## config.mk

```make
export PLATFORM = sky130hd
export DESIGN_NAME = fit_policy_block_allocator
export DESIGN_NICKNAME = d
export VERILOG_FILES = /design/src/rtl/core/fpba_pkg.sv /design/src/rtl/core/fpba_table.sv /design/src/rtl/core/fit_policy_block_allocator.sv
export VERILOG_INCLUDE_DIRS = /design/src /design/src/rtl/core
export SDC_FILE = /design/constraint.sdc
export NUM_CORES = 1
export LEC_CHECK = 0
export BUFFER_PORTS_ARGS = -buffer_cell sky130_fd_sc_hd__buf_4
export CAP_MARGIN = 20
export CORE_ASPECT_RATIO = 0.9
export CORE_MARGIN = 2
export CORE_UTILIZATION = 56
export DETAILED_ROUTE_END_ITERATION = 12
export GPL_TIMING_DRIVEN = 0
export PLACE_DENSITY = 0.86
export SLEW_MARGIN = 25
export SYNTH_ARGS = -nofsm -noshare
export SYNTH_HDL_FRONTEND = slang
export SYNTH_SLANG_ARGS = --single-unit
```

## constraint.sdc

```tcl
create_clock -name i_clk -period 3.5 [get_ports i_clk]
set_clock_uncertainty 0.15 [all_clocks]
set_input_delay 0.7 -clock i_clk [delete_from_list [all_inputs] [get_ports i_clk]]
set_output_delay 0.7 -clock i_clk [all_outputs]
set_load 0.02 [all_outputs]
```

## src/rtl/core/fit_policy_block_allocator_defines.svh

```systemverilog
// ----------------------------------------------------------------------------
// Assertion macros for the fit-policy block allocator
// Concurrent checks sampled at the rising clock edge, held off during reset.
// ----------------------------------------------------------------------------
`ifndef FIT_POLICY_BLOCK_ALLOCATOR_DEFINES_SVH
`define FIT_POLICY_BLOCK_ALLOCATOR_DEFINES_SVH

// Same-cycle implication
`define FPBA_ASSERT_IMPL(label, clk, rst_n, ante, cons, msg) \
    label: assert property (@(posedge clk) disable iff (!rst_n) (ante) |-> (cons)) \
        else $error(msg);

// Next-cycle implication
`define FPBA_ASSERT_NEXT(label, clk, rst_n, ante, cons, msg) \
    label: assert property (@(posedge clk) disable iff (!rst_n) (ante) |=> (cons)) \
        else $error(msg);

`endif

```

## src/rtl/core/fpba_pkg.sv

```systemverilog
// ----------------------------------------------------------------------------
// fpba_pkg
// Types and codes shared by the fit-policy block allocator modules.
// ----------------------------------------------------------------------------
`default_nettype none

package fpba_pkg;

    localparam int SIZE_W   = 16;
    localparam int CIDX_W   = 4;
    localparam int BIU_W    = 5;

    // Command codes
    localparam logic CMD_LOAD  = 1'b0;
    localparam logic CMD_ALLOC = 1'b1;

    // Fit policy codes (the unused code acts as first fit)
    localparam logic [1:0] POL_FIRST = 2'd0;
    localparam logic [1:0] POL_BEST  = 2'd1;
    localparam logic [1:0] POL_WORST = 2'd2;

    // Result status codes
    localparam logic [1:0] ST_OK      = 2'd0;
    localparam logic [1:0] ST_NOFIT   = 2'd1;
    localparam logic [1:0] ST_BADLOAD = 2'd2;

    // One table entry
    typedef struct packed {
        logic [SIZE_W-1:0] size;
        logic              taken;
    } t_entry;

    typedef enum logic [1:0] {
        S_IDLE,
        S_SCAN,
        S_WRITE,
        S_RESULT
    } t_state;

endpackage

`default_nettype wire

```

## src/rtl/core/fpba_table.sv

```systemverilog
// ----------------------------------------------------------------------------
// fpba_table
// Block table memory: one write port, one registered read port. Per-entry
// valid bits make an unwritten entry read as zero size, not taken.
// ----------------------------------------------------------------------------
`default_nettype none

module fpba_table
    import fpba_pkg::*;
#(
    parameter int NUM_BLOCKS = 16,
    localparam int IW = (NUM_BLOCKS > 1) ? $clog2(NUM_BLOCKS) : 1
) (
    input  wire logic          i_clk,
    input  wire logic          i_rst_n,
    input  wire logic          i_wr_en,
    input  wire logic [IW-1:0] i_wr_addr,
    input  wire t_entry        i_wr_data,
    input  wire logic          i_rd_en,
    input  wire logic [IW-1:0] i_rd_addr,
    output t_entry             o_rd_data
);

    t_entry                r_mem [NUM_BLOCKS];
    t_entry                r_rd_data;
    logic [NUM_BLOCKS-1:0] r_vld;
    logic                  r_rd_vld;

    // Storage array, read data registered
    always_ff @(posedge i_clk) begin
        if (i_wr_en) begin
            r_mem[i_wr_addr] <= i_wr_data;
        end
        if (i_rd_en) begin
            r_rd_data <= r_mem[i_rd_addr];
        end
    end

    // Written-entry flags, cleared at reset
    always_ff @(posedge i_clk) begin
        if (!i_rst_n) begin
            r_vld    <= '0;
            r_rd_vld <= 1'b0;
        end else begin
            if (i_wr_en) begin
                r_vld[i_wr_addr] <= 1'b1;
            end
            if (i_rd_en) begin
                r_rd_vld <= r_vld[i_rd_addr];
            end
        end
    end

    assign o_rd_data = r_rd_vld ? r_rd_data : '0;

endmodule

`default_nettype wire

```

## src/rtl/core/fit_policy_block_allocator.sv

```systemverilog
// ----------------------------------------------------------------------------
// fit_policy_block_allocator
// Block table with load and first / best / worst fit allocate commands.
// ----------------------------------------------------------------------------
// Usage:
//   Input words (i_in_valid / o_in_stall) carry a command: load writes a
//   block size into one table entry and frees it; allocate scans the first
//   blocks_in_use entries and marks the chosen one taken. Each input word
//   produces exactly one output word (o_out_valid / i_out_stall) with a
//   status and the entry index.
//   The user writes blocks_in_use through i_cfg_we / i_cfg_wdata only while
//   idle; the block itself does not enforce it. One word is in work at a
//   time. A load result goes through the result state into the output
//   register. An allocate reads the first n table entries, where n is the
//   effective blocks_in_use, one entry per cycle through the registered
//   read port, then ends the scan, writes back the taken flag (skipped
//   when nothing fits) and goes to the result state. The next word can be
//   taken in the cycle after the result is loaded into the output
//   register. Reset empties the table (all sizes zero, all free) and sets
//   blocks_in_use to 16. When the receiver stalls, the finished result
//   waits in the output register; a newer result waits in its own state
//   until that register frees up.
// ----------------------------------------------------------------------------
`default_nettype none

`include "fit_policy_block_allocator_defines.svh"

module fit_policy_block_allocator
    import fpba_pkg::*;
#(
    parameter int NUM_BLOCKS = 16
) (
    input  wire logic              i_clk,
    input  wire logic              i_rst_n,
    // configuration
    input  wire logic              i_cfg_we,
    input  wire logic [BIU_W-1:0]  i_cfg_wdata,
    // input channel
    input  wire logic              i_in_valid,
    output logic                   o_in_stall,
    input  wire logic              i_cmd,
    input  wire logic [1:0]        i_fit_policy,
    input  wire logic [3:0]        i_load_index,
    input  wire logic [SIZE_W-1:0] i_load_size,
    input  wire logic [SIZE_W-1:0] i_request_size,
    // output channel
    output logic                   o_out_valid,
    input  wire logic              i_out_stall,
    output logic [1:0]             o_status,
    output logic [CIDX_W-1:0]      o_chosen_index
);

    localparam int IW = (NUM_BLOCKS > 1) ? $clog2(NUM_BLOCKS) : 1;
    localparam int CW = $clog2(NUM_BLOCKS + 1);

    t_state             r_state;
    t_state             n_state;
    logic [BIU_W-1:0]   r_biu;
    logic [CW-1:0]      w_span;
    logic [CW-1:0]      r_n;
    logic [CW-1:0]      r_issue;
    logic               r_eval_pend;
    logic [IW-1:0]      r_eval_idx;
    logic [SIZE_W-1:0]  r_req;
    logic [1:0]         r_policy;
    logic               r_found;
    logic [IW-1:0]      r_pick;
    logic [SIZE_W-1:0]  r_pick_size;
    logic [1:0]         r_res_status;
    logic [IW-1:0]      r_res_idx;
    logic               r_out_valid;
    logic [1:0]         r_status;
    logic [CIDX_W-1:0]  r_chosen;

    logic               w_accept;
    logic               w_load_ok;
    logic               w_issue;
    logic               w_scan_done;
    logic               w_fits;
    logic               w_take;
    logic               w_res_load;
    logic               w_rd_en;
    logic [IW-1:0]      w_rd_addr;
    logic               w_wr_en;
    logic [IW-1:0]      w_wr_addr;
    t_entry             w_wr_data;
    t_entry             w_rd_data;

    // Effective span: blocks_in_use clamped to the table depth
    assign w_span = (int'(r_biu) > NUM_BLOCKS) ? CW'(NUM_BLOCKS) : CW'(r_biu);

    assign w_accept    = i_in_valid && !o_in_stall;
    assign w_load_ok   = int'(i_load_index) < int'(w_span);
    assign w_issue     = (r_state == S_SCAN) && (r_issue < r_n);
    assign w_scan_done = (r_state == S_SCAN) && (r_issue == r_n) && !r_eval_pend;
    assign w_res_load  = (r_state == S_RESULT) && (!r_out_valid || !i_out_stall);

    // Candidate test on the entry read last cycle
    assign w_fits = r_eval_pend && !w_rd_data.taken && (w_rd_data.size >= r_req);
    always_comb begin
        w_take = 1'b0;
        if (w_fits) begin
            if (!r_found) begin
                w_take = 1'b1;
            end else if (r_policy == POL_BEST) begin
                w_take = w_rd_data.size < r_pick_size;
            end else if (r_policy == POL_WORST) begin
                w_take = w_rd_data.size > r_pick_size;
            end
        end
    end

    // Table memory
    fpba_table #(
        .NUM_BLOCKS (NUM_BLOCKS)
    ) u_table (
        .i_clk     (i_clk),
        .i_rst_n   (i_rst_n),
        .i_wr_en   (w_wr_en),
        .i_wr_addr (w_wr_addr),
        .i_wr_data (w_wr_data),
        .i_rd_en   (w_rd_en),
        .i_rd_addr (w_rd_addr),
        .o_rd_data (w_rd_data)
    );

    // Next state
    always_comb begin
        n_state = r_state;
        case (r_state)
            S_IDLE: begin
                if (w_accept) begin
                    n_state = (i_cmd == CMD_ALLOC) ? S_SCAN : S_RESULT;
                end
            end
            S_SCAN: begin
                if (w_scan_done) begin
                    n_state = r_found ? S_WRITE : S_RESULT;
                end
            end
            S_WRITE: begin
                n_state = S_RESULT;
            end
            S_RESULT: begin
                if (w_res_load) begin
                    n_state = S_IDLE;
                end
            end
            default: begin
                n_state = S_IDLE;
            end
        endcase
    end

    // State outputs: stall, memory ports
    always_comb begin
        o_in_stall = 1'b1;
        w_rd_en    = 1'b0;
        w_rd_addr  = r_issue[IW-1:0];
        w_wr_en    = 1'b0;
        w_wr_addr  = IW'(i_load_index);
        w_wr_data  = '{size: i_load_size, taken: 1'b0};
        case (r_state)
            S_IDLE: begin
                o_in_stall = 1'b0;
                w_wr_en    = w_accept && (i_cmd == CMD_LOAD) && w_load_ok;
            end
            S_SCAN: begin
                w_rd_en = w_issue;
            end
            S_WRITE: begin
                w_wr_en   = 1'b1;
                w_wr_addr = r_pick;
                w_wr_data = '{size: r_pick_size, taken: 1'b1};
            end
            S_RESULT: begin
                o_in_stall = 1'b1;
            end
            default: begin
                o_in_stall = 1'b1;
            end
        endcase
    end

    // Control registers
    always_ff @(posedge i_clk) begin
        if (!i_rst_n) begin
            r_state     <= S_IDLE;
            r_biu       <= BIU_W'(16);
            r_issue     <= '0;
            r_eval_pend <= 1'b0;
            r_found     <= 1'b0;
            r_out_valid <= 1'b0;
        end else begin
            r_state <= n_state;
            if (i_cfg_we) begin
                r_biu <= i_cfg_wdata;
            end
            // scan sequencing
            if (w_accept) begin
                r_issue     <= '0;
                r_eval_pend <= 1'b0;
                r_found     <= 1'b0;
            end else if (r_state == S_SCAN) begin
                r_eval_pend <= w_issue;
                if (w_issue) begin
                    r_issue <= r_issue + 1'b1;
                end
                if (w_take) begin
                    r_found <= 1'b1;
                end
            end
            // output register
            if (w_res_load) begin
                r_out_valid <= 1'b1;
            end else if (!i_out_stall) begin
                r_out_valid <= 1'b0;
            end
        end
    end

    // Payload registers
    always_ff @(posedge i_clk) begin
        if (w_accept) begin
            r_n      <= w_span;
            r_req    <= i_request_size;
            r_policy <= i_fit_policy;
            if (i_cmd == CMD_LOAD) begin
                r_res_status <= w_load_ok ? ST_OK : ST_BADLOAD;
                r_res_idx    <= w_load_ok ? IW'(i_load_index) : '0;
            end
        end
        if (r_state == S_SCAN) begin
            r_eval_idx <= r_issue[IW-1:0];
            if (w_take) begin
                r_pick      <= r_eval_idx;
                r_pick_size <= w_rd_data.size;
            end
            if (w_scan_done) begin
                r_res_status <= r_found ? ST_OK : ST_NOFIT;
                r_res_idx    <= r_found ? r_pick : '0;
            end
        end
        if (w_res_load) begin
            r_status <= r_res_status;
            r_chosen <= CIDX_W'(r_res_idx);
        end
    end

    assign o_out_valid    = r_out_valid;
    assign o_status       = r_status;
    assign o_chosen_index = r_chosen;

    // Checks
    `FPBA_ASSERT_NEXT(a_accept_busy, i_clk, i_rst_n, i_in_valid && !o_in_stall, r_state != S_IDLE, "accepted word did not start work")
    `FPBA_ASSERT_IMPL(a_err_zero_idx, i_clk, i_rst_n, o_out_valid && (o_status != ST_OK), o_chosen_index == '0, "failed result carries nonzero index")
    `FPBA_ASSERT_IMPL(a_scan_bound, i_clk, i_rst_n, r_state == S_SCAN, r_issue <= r_n, "scan ran past span")
    `FPBA_ASSERT_IMPL(a_write_found, i_clk, i_rst_n, r_state == S_WRITE, r_found, "taken write without a chosen block")

endmodule

`default_nettype wire
```

==> flow_metrics.tcl, run 1 <==
set metrics [dict create \
    status "complete, no violations" \
    nNetsFinal 1049 \
    synth_nets 947 \
    syn_area_sq_um 15500 \
    grt_max_degree 25 \
    drtPass1Iterations 5 \
    drtIter0Drc 927 \
    netlist.area_leader.share_pct 66.1 \
    multi_input_area_sq_um 4330 \
    regArea_sq_um 11000 \
    drc 0 \
    die_h_um 162 \
    antenna_left 0 \
    clkTransAtPathRegs_ns 0.06 \
    async_reset_ff_share_pct 0 \
    final.min_clock_period_ns 3.27 \
    cp_data_required_time_ns 3.57 \
    dp_hpwl_um 22800 \
    cts_buffers 38 \
    cts_setup_buffers 0 \
    ios 57 \
    critPathSlowestCell "dfxtp_1" \
    path_class "reg2reg" \
    power_density_nw_per_um2 662 \
    routedWlPerCell_um 26.9 \
    track_usage_pct 25.3 \
    start_util_pct 57.2 \
    leakage_uw 0.00601 \
    synth_common_cells "edfxtp_1, mux4_2, inv_1" \
    maxSlewViolCount 0 \
    cp-start-kind "flip-flop" \
    cts-root-buf "clkbuf_16" \
    clkLatencyLatePin_ns 0.53 \
    syn_area_per_cell_sq_um 18.2 \
    ys_seq_area_share_pct 71.0 \
    die_area_sq_um 29100 \
    power_uw 11900 \
    wl_um 36100 \
    finalCritPeriodShare_pct 93.4 \
    cpPeakStageDelay_ns 0.37 \
    cp_top_family "compound AO/OA/AOI/OAI gates" \
    ys.flop_type "edfxtp_1" \
    cp_cell_sequence "clkbuf_2 > clkbuf_2 > and2_1 > ha_1 > a21oi_1 > o21ai_0 > a211oi_1 > o211ai_1 > mux2i_1 > a21oi_4 > buf_6" \
    cts_tree "done" \
    hold_viol 0 \
    maxCapViolations 0 \
    port_buffers 55 \
    synth-seq-cells 380 \
    syn2layout_area_growth_pct 15.5 \
    vias_per_cell 6.35 \
    dp_cells 1272 \
    grt_pass1_vias 8753 \
    rsz0062_at_grt "no" \
    cp_num_buf_inv 3 \
    dieWidth_um 180 \
    row_count 57 \
    antenna_found_initial 4 \
    vdd_drop_max_v 0.000412 \
    synth_cells 856 \
    worst_pin_slew_ns 0.975 \
    pre_cts_ws_ns -0.0570 \
    relSlewSlack_pct 35.0 \
    end_kind "flip-flop" \
    vias 8509 \
    yosysMostFrequentCell "edfxtp_1" \
    cp_max_fo 14 \
    ys_top_cells_by_area "edfxtp_1, mux4_2, dfxtp_1, ha_1, a21oi_1" \
    max_freq_mhz 306 \
    synth_enable_flop_cells 342 \
    critPathMostFrequentCell "clkbuf_2" \
    routabilityCongestion 0.854 \
    cts_hold_buf 0 \
    grt-ovfl-total 0 \
    clock-sinks 380 \
    timing.critical_path.arrival_ns 3.34 \
    grt_pass1_wl_um 53200 \
    drive_gt1_share_pct 26.5 \
    htree_levels 2 \
    yosysTopAreaCell "edfxtp_1" \
    min_path_type "in2reg" \
    yosys_warnings 0 \
    ys_types 52 \
    fill_cells 1728 \
    setup_viol 0 \
    ctsLongestPathBuffers 3 \
    layout.cells.non_filler 1341 \
    coreArea_sq_um 27200 \
    fin_ws_ns 0.229 \
    hold-worst-slack_ns 0.194 \
]
==> stage by stage <==
step                util, %  area [sq um]  TNS, ns
finish                 66.1         17900        0
global route           66.0         17900        0
CTS                    66.0         17900        0
detailed placement     61.3         16700   -0.787
global placement       60.3         16400  -197.87
floorplan                 -         15500        0
==> logic make-up after synthesis <==
| kind of cell | Yosys count | share of synthesized area, % |
|---|---|---|
| flip-flops | 380 | 71.0 |
| XOR/XNOR | 5 | 0.282 |
| multiplexers | 112 | 14.6 |
| adder cells (fa/ha/maj) | 42 | 3.38 |
| AND/OR/NAND/NOR | 135 | 4.40 |
| AO/OA/AOI/OAI | 103 | 4.14 |
| buffers and inverters | 79 | 2.23 |
==> path summary, 6_finish.rpt <==
check / slack, ns / to / startpoint / depth (start not counted)
min: 0.19 / r_req[13] / i_request_size[13] / 1
max: 0.23 / r_pick_size[1] / u_table.r_rd_vld / 11
max reg2reg: 0.23 / r_pick_size[1] / u_table.r_rd_vld / 11
min reg2reg: 0.28 / r_pick[2] / r_eval_idx[2] / 0
==> what timing repair did <==
item | 4_1_cts | 5_1_grt
endpoints found under the setup margin | 61 | 218
resized for setup | 3 | 7
pin swaps | 0 | 0
cloned | 0 | 0
==> where the power goes <==
part | internal [uW] | total, uW | leakage [uW] | switching (uW)
clock network | 2420 | 4100 | 0.000595 | 1680
logic | 773 | 2040 | 0.00197 | 1260
registers | 5630 | 5760 | 0.00345 | 124
==> worst register-to-register path, cell delays in order (launching register included) <==
cell and delay, ns:
dfxtp_1 0.37, clkbuf_2 0.24, clkbuf_2 0.25, and2_1 0.21
ha_1 0.26, a21oi_1 0.15, o21ai_0 0.15, a211oi_1 0.30
o211ai_1 0.14, mux2i_1 0.21, a21oi_4 0.31, buf_6 0.23
==> metal layers <==
layer | vias up | routed length, um | track usage [%] | part of all wire [%]
met5 | - | 35 | 0 | 0.097
met4 | 6 | 1270 | 10.6 | 3.5
met3 | 91 | 4240 | 7.98 | 12
met2 | 503 | 17200 | 40.2 | 48
met1 | 4296 | 13400 | 32.7 | 37
li1 | 3613 | - | - | -
==> registers in the layout, summed over array words and instances (netlist names), 5 cells and up <==
register / cells
u_table.r_mem: 272
r_biu: 5
u_table.r_rd_data: 17
r_issue: 5
r_req: 16
r_pick_size: 16
r_n: 5
u_table.r_vld: 16
==> layout by cell type, fill, tap and decap left out, types with 6 or more instances in the layout <==
cell type / n
edfxtp_1: 342
mux4_2: 90
buf_4: 55
inv_1: 44
ha_1: 41
clkbuf_16: 38
dfxtp_1: 38
a21oi_1: 30
nor2_1: 30
clkbuf_1: 29
nand2_1: 23
o21ai_0: 21
and2_1: 18
mux2_2: 16
nor2b_1: 13
nor2_4: 12
nand2b_1: 11
nand4_1: 8
o21a_1: 7
a211oi_1: 7
buf_6: 7
mux2i_1: 6
==> cell type report <==
type	instances	area share, %
flip-flops and latches	380	61.5
multi-input cells	397	24.1
clock buffers	50	5.60
repair buffers	62	3.03
well taps	354	2.47
clock inverters	18	1.37
plain buffers	34	1.02
inverters	45	0.941
diodes	1	0.0139
Note: power is estimated with default switching activity, not from simulation.
==> run 2: changes to the inputs <==
--- a/config.mk
+++ b/config.mk
@@ -6,6 +6,7 @@
 export SDC_FILE = /design/constraint.sdc
 export NUM_CORES = 1
 export LEC_CHECK = 0
+export ABC_AREA = 1
 export BUFFER_PORTS_ARGS = -buffer_cell sky130_fd_sc_hd__buf_4
 export CAP_MARGIN = 20
 export CORE_ASPECT_RATIO = 0.9
==> run 2 against run 1 <==
Clock power down 5.1%. Register-to-register slack worse by 0.07 ns. Final area down 0.50%. Clock-buffer cell count down 6. Largest cell class unchanged. Die area up 0.95%.
==> flow_metrics.tcl, run 2 <==
set metrics [dict create \
    ys_top_cells_by_area "edfxtp_1, o21ai_0, dfxtp_1, nor2_1, ha_1" \
    vias 11200 \
    rsz0062_at_grt "no" \
    synth_common_cells "edfxtp_1, nor2_1, o21ai_0" \
    synth_fa_ha_area_share_pct 3.35 \
    antenna_found_initial 0 \
    routabilityCongestion 0.876 \
    drive_gt1_share_pct 10.4 \
    cpPeakStageDelay_ns 0.64 \
    largest_register_ffs 272 \
    ys.flop_type "edfxtp_1" \
    ctsLongestPathBuffers 3 \
    fin_ws_ns 0.157 \
    dieWidth_um 180 \
    nNetsFinal 1531 \
    synth_nets 1426 \
    synth_mux_area_share_pct 0 \
    synth-seq-cells 380 \
    cp_max_fo 22 \
    ys_seq_area_share_pct 70.3 \
    max_flop_register "u_table.r_mem" \
    clock-sinks 380 \
    start_util_pct 56.6 \
    clkLatencyLatePin_ns 0.52 \
    ys_types 30 \
    largest_registers "u_table.r_mem (272), u_table.r_rd_data (17)" \
    cts-root-buf "clkbuf_16" \
    pre_cts_ws_ns -0.0934 \
    port_buffers 56 \
    ios 57 \
    critPathMostFrequentCell "inv_1" \
    layout.cells.non_filler 1827 \
    layout_common_cells "edfxtp_1, nor2_1, o21ai_0, nand2_1, inv_1" \
    grt_pass1_vias 11300 \
    final_common_cell "edfxtp_1" \
    syn_area_per_cell_sq_um 11.8 \
    vias_per_cell 6.14 \
    fin_tns_setup_ns 0 \
    wl_um 38700 \
    status "complete, no violations" \
    cp-start-kind "flip-flop" \
    netlist.area_leader.share_pct 65.4 \
    finalCritPeriodShare_pct 95.5 \
    hold_viol 0 \
    timing.critical_path.arrival_ns 3.33 \
    min_path_type "in2reg" \
    syn2layout_area_growth_pct 13.8 \
    critPathSlowestCell "inv_1" \
    cts_buffers 37 \
    synth_cells 1335 \
    maxSlewViolCount 0 \
    drc 0 \
    vdd_drop_max_v 0.000410 \
    yosys_warnings 0 \
    hold-worst-slack_ns 0.209 \
    worst_pin_slew_ns 0.982 \
    dp_hpwl_um 25700 \
    fill_cells 1912 \
    drtPass1Iterations 6 \
    drtIter0Drc 1659 \
    dp_cells 1761 \
    synthSimpleGateAreaFrac_pct 10.4 \
    htree_levels 2 \
    grt_pass1_wl_um 59400 \
    routedWlPerCell_um 21.2 \
    setup_viol 0 \
    relSlewSlack_pct 34.5 \
    leakage_uw 0.00667 \
    synth_compound_area_share_pct 11.2 \
    yosysTopAreaCell "edfxtp_1" \
    power_density_nw_per_um2 710 \
    grt-ovfl-total 0 \
    end_kind "flip-flop" \
    synthXorXnorAreaFrac_pct 0.0558 \
    max_freq_mhz 299 \
    synth_top_family_by_area "compound AO/OA/AOI/OAI gates" \
    cp_data_required_time_ns 3.49 \
    cts_hold_buf 0 \
    coreArea_sq_um 27700 \
    die_area_sq_um 29400 \
    maxCapViolations 0 \
    async_reset_ff_share_pct 0 \
    cts_tree "done" \
    clkTransAtPathRegs_ns 0.06 \
    final.min_clock_period_ns 3.34 \
    synth_enable_flop_cells 342 \
    antenna_left 0 \
    grt_max_degree 25 \
    cp_cell_sequence "inv_1 > ha_2 > inv_2 > or2_2 > o21ai_0 > inv_1 > nor2_1 > nand3_1 > inv_1" \
    path_class "reg2reg" \
    row_count 58 \
    track_usage_pct 26.1 \
    yosysMostFrequentCell "edfxtp_1" \
    syn_area_sq_um 15700 \
    die_h_um 163 \
]
==> run 2: cell types whose count changed after synthesis, sizes merged, moves of 25 or more <==
| cell | before | now |
|---|---|---|
| clkbuf | 21 | 46 |
| o21ai | 23 | 179 |
| nand3 | 5 | 57 |
| o22ai | 1 | 39 |
| inv | 45 | 128 |
| nand2 | 23 | 140 |
| o221ai | 1 | 31 |
| nor2 | 42 | 202 |
| mux4 | 90 | 0 |
==> run 2: cell families after synthesis <==
group / after synthesis
AND/OR/NAND/NOR: 409
flip-flops: 380
AO/OA/AOI/OAI: 310
buffers and inverters: 193
adder cells (fa/ha/maj): 42
XOR/XNOR: 1
==> run 2: critical path, delay by kind of cell, from the launching register on <==
family | cells | cell delay, ns
adder cells (fa/ha/maj) | 1 | 0.49
flip-flops | 1 | 0.35
AND/OR/NAND/NOR | 3 | 0.68
AO/OA/AOI/OAI | 1 | 0.23
buffers and inverters | 4 | 1.04
==> run 2: layer usage <==
metal / vias up / track usage, % / wire [um]
li1: 4956 / - / -
met5: - / 0 / 0
met1: 5334 / 33.5 / 14500
met2: 785 / 43.4 / 18300
met3: 146 / 6.19 / 4540
met4: 0 / 10.5 / 1370
==> run 2: per-stage QoR <==
step | cell area [sq um] | utilization (%) | total power (uW)
after global routing | 17900 | 64.4 | 13100
after detailed placement | 16700 | 60.1 | 8750
after floorplan | 15700 | - | 7630
after CTS | 17800 | 64.4 | 12600
final | 17900 | 64.4 | 12700
after global placement | 16600 | 59.7 | 8500
==> run 2: worst paths after layout <==
path / from / endpoint / slack (ns) / cells after the start
max: r_state[0] / u_table.r_mem[6][10] / 0.16 / 9
min: i_fit_policy[1] / r_policy[1] / 0.21 / 1
max reg2reg: r_state[0] / u_table.r_mem[6][10] / 0.16 / 9
min reg2reg: r_eval_idx[1] / r_pick[1] / 0.27 / 0
==> run 2: repair_timing <==
action / in CTS / in global routing
resized for setup: 5 / 4
endpoints found under the setup margin: 205 / 53
buffers inserted: 0 / 0
==> run 2: report_power, final <==
group          switching [uW]  leakage, uW  internal, uW
combinational            2170      0.00267           732
clock                    1630     0.000571          2250
sequential                126      0.00342          5760
total                    3930      0.00667          8740
==> run 2: cell type report <==
class	count	area [sq um]	area share, %
Inverter	129	510	2.86
Antenna cell	1	2.50	0.0140
Clock buffer	44	962	5.39
Tap cell	360	450	2.52
Sequential cell	380	11000	61.8
Buffer	64	258	1.44
Clock inverter	21	198	1.11
Timing Repair Buffer	66	499	2.80
Multi-Input combinational cell	762	3950	22.1
==> run 3: changes to the inputs <==
--- a/config.mk
+++ b/config.mk
@@ -9,7 +9,6 @@
 export ABC_AREA = 1
 export BUFFER_PORTS_ARGS = -buffer_cell sky130_fd_sc_hd__buf_4
 export CAP_MARGIN = 20
-export CORE_ASPECT_RATIO = 0.9
 export CORE_MARGIN = 2
 export CORE_UTILIZATION = 56
 export DETAILED_ROUTE_END_ITERATION = 12
==> run 3 against run 2 <==
Highest routed layer unchanged. Largest power group unchanged. Sequential share of layout area decreased by 0.54 points. Maximum frequency about the same. Global-route usage decreased by 0.056 points. Combinational power about the same.
==> flow_metrics.tcl, run 3 (synthesis results as in run 2) <==
set metrics [dict create \
    critPathLaunch "r_state[0]" \
    clkLatencyLatePin_ns 0.54 \
    dieWidth_um 171 \
    start_util_pct 56.6 \
    htree_levels 2 \
    cp_max_fo 22 \
    hold_depth 1 \
    hold_viol 0 \
    fin_ws_ns 0.158 \
    grt_pass1_wl_um 57800 \
    vdd_drop_max_v 0.000399 \
    grt_max_degree 25 \
    die_h_um 171 \
    ios 57 \
    path_class "reg2reg" \
    port_buffers 56 \
    drive_gt1_share_pct 10.8 \
    max_flop_register "u_table.r_mem" \
    design_area_sq_um 18000 \
    max_freq_mhz 299 \
    power_density_nw_per_um2 719 \
    vias 11200 \
    final.min_clock_period_ns 3.34 \
    ff2ff_path_depth 11 \
    routedWlPerCell_um 20.5 \
    postPlaceCellArea_sq_um 16700 \
    maxSlewViolCount 0 \
    vias_per_cell 6.04 \
    drtIter0Drc 1670 \
    finalCritPeriodShare_pct 95.5 \
    routabilityCongestion 0.886 \
    ctsLongestPathBuffers 3 \
    r2r-start "r_state[0]" \
    end_kind "flip-flop" \
    leakage_uw 0.00670 \
    power_uw 13000 \
    largest_registers "u_table.r_mem (272), u_table.r_rd_data (17)" \
    drtPass1Iterations 6 \
    antenna_found_initial 0 \
    cts-root-buf "clkbuf_16" \
    track_usage_pct 26.1 \
    cts_hold_buf 0 \
    row_count 61 \
    relSlewSlack_pct 33.9 \
    layout_common_cells "edfxtp_1, nor2_1, o21ai_0, nand2_1, inv_1" \
    clkTransAtPathRegs_ns 0.06 \
    timing.critical_path.arrival_ns 3.35 \
    maxCapViolations 0 \
    largest_register_ffs 272 \
    fin_tns_setup_ns 0 \
    setup_viol 0 \
    die_area_sq_um 29400 \
    cts_setup_buffers 0 \
    wl_um 38000 \
    pre_cts_ws_ns -0.110 \
    cp-start-kind "flip-flop" \
    syn2layout_area_growth_pct 14.8 \
    fill_cells 1882 \
    coreArea_sq_um 27700 \
    antenna_left 0 \
    worst_pin_slew_ns 0.991 \
    dp_hpwl_um 24700 \
    cp_data_required_time_ns 3.50 \
    grt-ovfl-total 0 \
    cts_buffers 38 \
    min-delay-start "i_request_size[11]" \
    nNetsFinal 1534 \
    grt_pass1_vias 11100 \
    cts_tree "done" \
    min_path_type "in2reg" \
    drc 0 \
    status "complete, no violations" \
    clock-sinks 380 \
    final_common_cell "edfxtp_1" \
    diodes 0 \
]
## run 3: cell types whose count changed in the layout (fill, tap and decap cells not counted), moves of 2 or more
cell,before,now
clkinv_1,9,4
clkbuf_16,37,41
clkinvlp_4,8,12
buf_4,65,68
clkbuf_1,52,55
o21ai_1,9,12
o21ai_2,6,3
inv_1,119,117
## run 3: final cells by class
cell class	count	area, sq um	share of cell area [%]
Sequential cell	380	11000	61.2
Multi-Input combinational cell	762	3940	21.9
Clock buffer	50	1060	5.88
Timing Repair Buffer	69	522	2.90
Inverter	129	518	2.87
Tap cell	378	473	2.62
Buffer	63	253	1.40
Clock inverter	19	224	1.24
## run 3: final timing paths
kind | endpoint | slack [ns]
worst max-delay path | u_table.r_mem[12][15] | 0.16
worst min-delay path | r_req[11] | 0.19
worst max register to register | u_table.r_mem[12][15] | 0.16
worst min register to register | r_pick[1] | 0.27
## run 3: critical path: stages, from the launching register on
cell	delay (ns)
dfxtp_1	0.34
inv_1	0.09
ha_2	0.50
inv_2	0.16
or2_2	0.30
o21ai_0	0.25
inv_1	0.14
nor2_1	0.13
inv_1	0.09
nor2_1	0.12
nand2_1	0.08
inv_1	0.61
## run 3: per-stage QoR
step | std cells | utilization [%] | hold slack, ns
floorplan | 1335 | - | 0.250
global placement | 1769 | 59.9 | 0.254
detailed placement | 1782 | 60.3 | 0.256
CTS | 1850 | 64.9 | 0.184
global route | 1850 | 65.0 | 0.188
finish | 1850 | 65.0 | 0.195
## run 3: timing repair
item,4_1_cts,5_1_grt
gates resized for setup,2,8
endpoints found under the setup margin,217,125
cloned,0,0
## run 3: routing by layer
| layer | up-vias | global-route usage, % | share of wire, % |
|---|---|---|---|
| li1 | 4950 | - | - |
| met1 | 5299 | 33.0 | 37 |
| met2 | 796 | 43.6 | 47 |
| met3 | 127 | 5.41 | 12 |
| met4 | 0 | 11.6 | 3.6 |
| met5 | - | 0 | 0 |
## run 3: power breakdown
group | total, uW | internal, uW | switching, uW | leakage (uW)
registers | 5890 | 5760 | 128 | 0.00342
clock network | 4180 | 2510 | 1670 | 0.000623
logic | 2890 | 741 | 2150 | 0.00266
